$ cat config.mk
export PLATFORM = sky130hd
export DESIGN_NAME = hpt_fifo
export DESIGN_NICKNAME = d
export VERILOG_FILES = /design/src/hpt_pkg.sv /design/src/hpt_fifo.sv
export SDC_FILE = /design/constraint.sdc
export NUM_CORES = 1
export LEC_CHECK = 0
export ABC_AREA = 1
export BUFFER_PORTS_ARGS = -buffer_cell sky130_fd_sc_hd__buf_2
export CAP_MARGIN = 25
export CORE_MARGIN = 2
export CORE_UTILIZATION = 55
export CTS_BUF_LIST = sky130_fd_sc_hd__clkbuf_8
export DETAILED_ROUTE_END_ITERATION = 12
export GPL_TIMING_DRIVEN = 0
export PLACE_DENSITY = 0.89
export SLEW_MARGIN = 5
export SYNTH_ARGS = -nofsm -noshare
export SYNTH_HDL_FRONTEND = slang
export SYNTH_SLANG_ARGS = --single-unit
$ cat constraint.sdc
create_clock -name clk -period 8.4 [get_ports clk]
set_input_delay 0.84 -clock clk [delete_from_list [all_inputs] [get_ports clk]]
set_output_delay 0.84 -clock clk [all_outputs]
set_load 0.02 [all_outputs]
$ cat src/hpt_pkg.sv
// ----------------------------------------------------------------------------
// Homogeneous point transform package
// Shared widths, codes, configuration and payload types.
// ----------------------------------------------------------------------------
`default_nettype none

package hpt_pkg;

  localparam int COORD_BITS = 48;
  localparam int COEF_BITS  = 32;
  localparam int COEF_FRAC  = COEF_BITS - 2;
  localparam int CFG_DATA_W = 64;
  localparam int HALF_W     = 32;
  localparam int CFG_IDX_W  = 3;
  localparam int MAG_W      = COORD_BITS + COEF_BITS;
  localparam int NUM_W      = MAG_W + 1;
  localparam int LO_W       = COORD_BITS / 2;
  localparam int HI_W       = COORD_BITS - LO_W;
  localparam int FIFO_DEPTH = 4;
  localparam int FIFO_AW    = 2;

  typedef logic signed [COORD_BITS-1:0] coord_t;
  typedef logic signed [COEF_BITS-1:0]  coef_t;

  localparam coef_t COEF_ONE = coef_t'(1 << COEF_FRAC);

  typedef enum logic [1:0] {
    OUT_OK   = 2'd0,
    OUT_NULL = 2'd1,
    OUT_INF  = 2'd2
  } outcome_t;

  typedef enum logic [CFG_IDX_W-1:0] {
    REG_R00_R01 = 3'd0,
    REG_R02_R10 = 3'd1,
    REG_R11_R12 = 3'd2,
    REG_R20_R21 = 3'd3,
    REG_R22_W   = 3'd4,
    REG_SHIFT_X = 3'd5,
    REG_SHIFT_Y = 3'd6,
    REG_SHIFT_Z = 3'd7
  } cfg_reg_t;

  typedef struct packed {
    logic [2:0][2:0][COEF_BITS-1:0] m;
    logic [COEF_BITS-1:0]           w;
    logic [2:0][COORD_BITS-1:0]     t;
  } cfg_t;

  typedef struct packed {
    logic   mode;
    logic   has_value;
    logic   is_cartesian;
    coord_t coord_x;
    coord_t coord_y;
    coord_t coord_z;
  } in_item_t;

  typedef struct packed {
    outcome_t outcome;
    coord_t   out_x;
    coord_t   out_y;
    coord_t   out_z;
    logic     saturated;
  } out_item_t;

  typedef struct packed {
    outcome_t                outcome;
    logic [2:0][NUM_W-1:0]   num;
  } mid_t;

endpackage

`default_nettype wire

$ cat src/hpt_fifo.sv
// ----------------------------------------------------------------------------
// Homogeneous point transform decoupling queue
// Short queue of numerators between the front end and the divider.
// ----------------------------------------------------------------------------
`default_nettype none

module hpt_fifo import hpt_pkg::*; (
  input  wire logic clk,
  input  wire logic rst_n,
  input  wire logic push,
  input  wire mid_t push_data,
  output logic      full,
  input  wire logic pop,
  output mid_t      pop_data,
  output logic      empty
);

  mid_t               mem_r [FIFO_DEPTH];
  logic [FIFO_AW-1:0] wr_ptr_r, rd_ptr_r;
  logic [FIFO_AW:0]   cnt_r, cnt_nxt;

  assign full     = (cnt_r == (FIFO_AW+1)'(FIFO_DEPTH));
  assign empty    = (cnt_r == '0);
  assign pop_data = mem_r[rd_ptr_r];

  always_comb begin
    cnt_nxt = cnt_r;
    if (push && !pop) begin
      cnt_nxt = cnt_r + 1'b1;
    end else if (pop && !push) begin
      cnt_nxt = cnt_r - 1'b1;
    end
  end

  always_ff @(posedge clk) begin
    if (!rst_n) begin
      wr_ptr_r <= '0;
      rd_ptr_r <= '0;
      cnt_r    <= '0;
    end else begin
      if (push) wr_ptr_r <= wr_ptr_r + 1'b1;
      if (pop)  rd_ptr_r <= rd_ptr_r + 1'b1;
      cnt_r <= cnt_nxt;
    end
  end

  always_ff @(posedge clk) begin
    if (push) begin
      mem_r[wr_ptr_r] <= push_data;
    end
  end

endmodule

`default_nettype wire

* After elaboration in Yosys (flattened, before gate mapping)
Memory sizes are Yosys's and may differ from the RTL's. A register that Yosys moved wholly into a read port is not among the register bits.
Index checks and enable logic that the tools add are counted.
** Word-level totals
- Bits in registers :: 7
- RAM bits :: 980
- Input bits :: 249
- Output and inout port bits :: 247
- Logic and storage cells :: 21
- Memories :: 1
** Memories
- mem_r :: depth 4, bits a word 245, read ports 1, clocked after Yosys merged registers in 1, write ports 1, RTL line hpt_fifo.sv:18 : mid_t mem_r [FIFO_DEPTH];
** Operators by class
- $add $sub $neg :: 4
- Equality and inequality tests :: 1
- Muxes and demuxes :: 6
- Reduce and logical (&&, ||, !) cells :: 6
** Operators with widths (count)
- $mux 3 :: 2
- $add 2x1->2 const B :: 2
- $mux 2 :: 2
- $add 3x1->3 const B :: 1
- $eq 3x3->1 const B :: 1
- $logic_not 3->1 :: 1
- $sub 3x1->3 const B :: 1
- $logic_and 1x1->1 :: 2
- $logic_not 1->1 :: 2
- $mux 1 :: 2
- $reduce_bool 2->1 :: 1

* Logic depth before layout (Yosys ltp)
- Depth in word-level cells :: 4
- Gate-level depth with buffers :: 10
- Depth with buffers taken out :: 10

* Least setup slack after synthesis
Ideal clock, no wire load.
- Path type :: in2reg
- Start :: in push
- End :: mem mem_r[2][0] in the netlist's numbering, enable pin
- Setup time :: 0.596 ns
- Arrival time :: 5.572 ns
- Data required time :: 7.804 ns
- Setup slack :: 2.232 ns
- Stages :: 2
- Path buffers :: 0
- Cells stage by stage :: nand2_1 > inv_1
** On the way
- Longest elaborated chain between the ends :: 2
** Ends and longest elaborated chain
- from (decl) :: RTL line hpt_fifo.sv:10 : input wire logic push,
- $mux 1 :: RTL line hpt_fifo.sv:48 : if (push) begin
- $mux 1 (not written as such) :: RTL line hpt_fifo.sv:49 : mem_r[wr_ptr_r] <= push_data;
- to (decl) :: RTL line hpt_fifo.sv:18
No other way between the ends.

==> results.json <==
{
  "status": "finished, final reports clean",
  "synth-seq-area-share": 0.813,
  "synth-seq-cells": 989,
  "chipWidth_um": 261,
  "clk_pin_slew_ps": 60,
  "final_cells": 4082,
  "clock-sinks": 989,
  "nNetsFinal": 3338,
  "numCtsBuffers": 151,
  "rsz0062_at_grt": "no",
  "path_cells": "inv_1, buf_2, buf_2, clkbuf_1, o21ai_0, o22ai_1, buf_2",
  "synthTopCellsByArea": "edfxtp_1 81%, o21ai_0 6.8%, nor2_1 5.1%",
  "synthesis.nets": 2682,
  "cts_hold_buf": 0,
  "synth_cell_types": 18,
  "wl_per_cell_um": 23.7,
  "setup_viol": 0,
  "die_height_um": 261,
  "seq_power_share": 0.541,
  "place_ws_ps": 5050,
  "start_util": 0.555,
  "dr_wl_met3_um": 10800,
  "cp-start-kind": "register",
  "wl_met1_um": 33900,
  "syn_avg_cell_area_um2": 15.0,
  "hp-class": "primary input to register",
  "cp_num_buf_inv": 5,
  "syn-cell-area_um2": 36400,
  "cts.htree.levels": 4,
  "antenna_found_initial": 32,
  "ir_drop_mv": 0.194,
  "rows": 94,
  "cap_violations": 0,
  "worstSkewPairLatency_ps": 820,
  "crit_path_frequent_cell": "buf_2",
  "finalCritPeriodShare": 0.496,
  "postCtsSetupBuffers": 0,
  "wirelength_um": 96800,
  "path_max_fanout": 11,
  "place_congestion": 0.793,
  "end_kind": "output port",
  "max_freq_mhz": 240,
  "grt_remaining_overflow": 0,
  "clock_skew_ps": 42.6,
  "grt_pass1_wl_um": 138000,
  "viasPerCell": 5.97,
  "dp.cells": 3794,
  "regToRegSetupSlack_ps": 5790,
  "die-area_um2": 68300,
  "worstMarginPinSlew_ps": 897,
  "synth_area_leader_cell": "edfxtp_1",
  "yosysMostFrequentCell": "edfxtp_1",
  "core_um2": 65600,
  "top_layer": "met5",
  "place_area_um2": 40200,
  "yosys_warnings": 0,
  "cp_slowest_stage_delay_ps": 500,
  "grt_use_total": 0.273,
  "tritoncts": "built",
  "cp.required_ps": 7560,
  "vias": 24400,
  "clockBufferDepth": 3,
  "p_sw_uw": 2760,
  "clkPwrFrac": 0.346,
  "crit_type": "register to output port",
  "hpwl_um": 59400,
  "pwr_density_cell_nw_per_um2": 245,
  "drc": 0,
  "synth-edff-count": 980,
  "root_buffer": "clkbuf_8",
  "synth_cells": 2427,
  "ioPinCount": 496,
  "period_minus_slack_ps": 4160,
  "grt_pass1_vias": 23700,
  "crit_slowest_cell": "buf_2",
  "ctsResizeCount": 0,
  "p_int_uw": 7770,
  "cp_top_family": "buffers and inverters",
  "numPortBuffers": 495,
  "crit_arrival_ps": 3320,
  "worst_slack_ps": 4240,
  "swShare": 0.262,
  "synth_top_area_frac": 0.808,
  "slew_headroom": 0.402,
  "ant_nets": 0,
  "synthFlopType": "edfxtp_1",
  "cellLeakagePower_uw": 0.0151,
  "drv_slew": 0,
  "fin_area_um2": 43000,
  "firstDrtPassIters": 9,
  "p_comb_frac": 0.113,
  "hold_viol": 0,
  "wl_met2_um": 47800,
  "drt_iter0_drc": 3026,
  "ys_top_cells_by_count": "980 x edfxtp_1, 496 x o21ai_0, 495 x nor2_1",
  "area_growth_pct": 18.1,
  "drive_gt1_frac": 0.232,
  "ys_async_sr_fraction": 0,
  "grt_max_degree": 108
}
==> routing by layer <==
layer	global-route usage	up-vias
met1	0.338	11800
met3	0.0795	304
li1	-	10600
met4	0.127	20
met5	0	-
met2	0.448	1643
==> metrics by stage <==
| stage | hold WS, ps | total power [uW] | setup TNS, ps | utilization |
|---|---|---|---|---|
| finish | 232 | 10500 | 0 | 0.655 |
| global route | 187 | 10900 | 0 | 0.655 |
| CTS | 146 | 10600 | 0 | 0.654 |
| detailed placement | 497 | 6970 | 0 | 0.613 |
| global placement | 457 | 6990 | -1286380 | 0.609 |
| floorplan | 412 | 6470 | 0 | - |
==> cell families (layout without fill, tap and decap cells) <==
group / count (synthesis) / after routing / synth area share
buf+inv: 179 / 942 / 0.0213
flops: 989 / 989 / 0.813
simple gates: 508 / 508 / 0.0525
other cells: 0 / 28 / 0
compound gates: 745 / 745 / 0.111
fa+ha+maj: 6 / 6 / 0.00227
==> sequential cells by signal, indices dropped and copies added, names as in the netlist, named ones only <==
signal / cells
cnt_r: 3
mem_r: 980
rd_ptr_r: 2
wr_ptr_r: 2
==> path summary, 6_finish.rpt <==
kind | depth (start not counted) | start | endpoint
max | 7 | register | pop_data[139]
min | 1 | push_data[125] | mem_r[3][125]
max reg2reg | 6 | wr_ptr_r[0] | mem_r[2][156]
min reg2reg | 1 | rd_ptr_r[1] | register
==> power groups by stage <==
stage,clock network (uW),logic [uW],registers [uW]
floorplan,0,636,5830
global placement,0,1120,5870
detailed placement,0,1170,5800
CTS,3690,1180,5700
global route,3880,1260,5710
finish,3650,1190,5700
==> area by class of cell <==
| class | instances | area (um^2) |
|---|---|---|
| tap | 864 | 1080 |
| clock inverter | 104 | 579 |
| clock buffer | 156 | 2150 |
| timing repair buffer | 503 | 2700 |
| antenna | 28 | 70.1 |
| multi-input combinational | 1259 | 6030 |
| inverter | 17 | 93.8 |
| buffer | 162 | 711 |
| fill | 4241 | 22600 |
| sequential | 989 | 29600 |
==> cells in the final DEF, fill, tap and decap left out, drive strengths merged, types with 4 or more instances in the layout <==
master and instances:
a21oi 4, buf 550, clkbuf 271, clkinv 39, dfxtp 9, diode 28
edfxtp 980, ha 5, inv 79, nand2 9, nor2 495, o21ai 496
o22ai 245
Note: power is estimated with default switching activity, not from simulation.
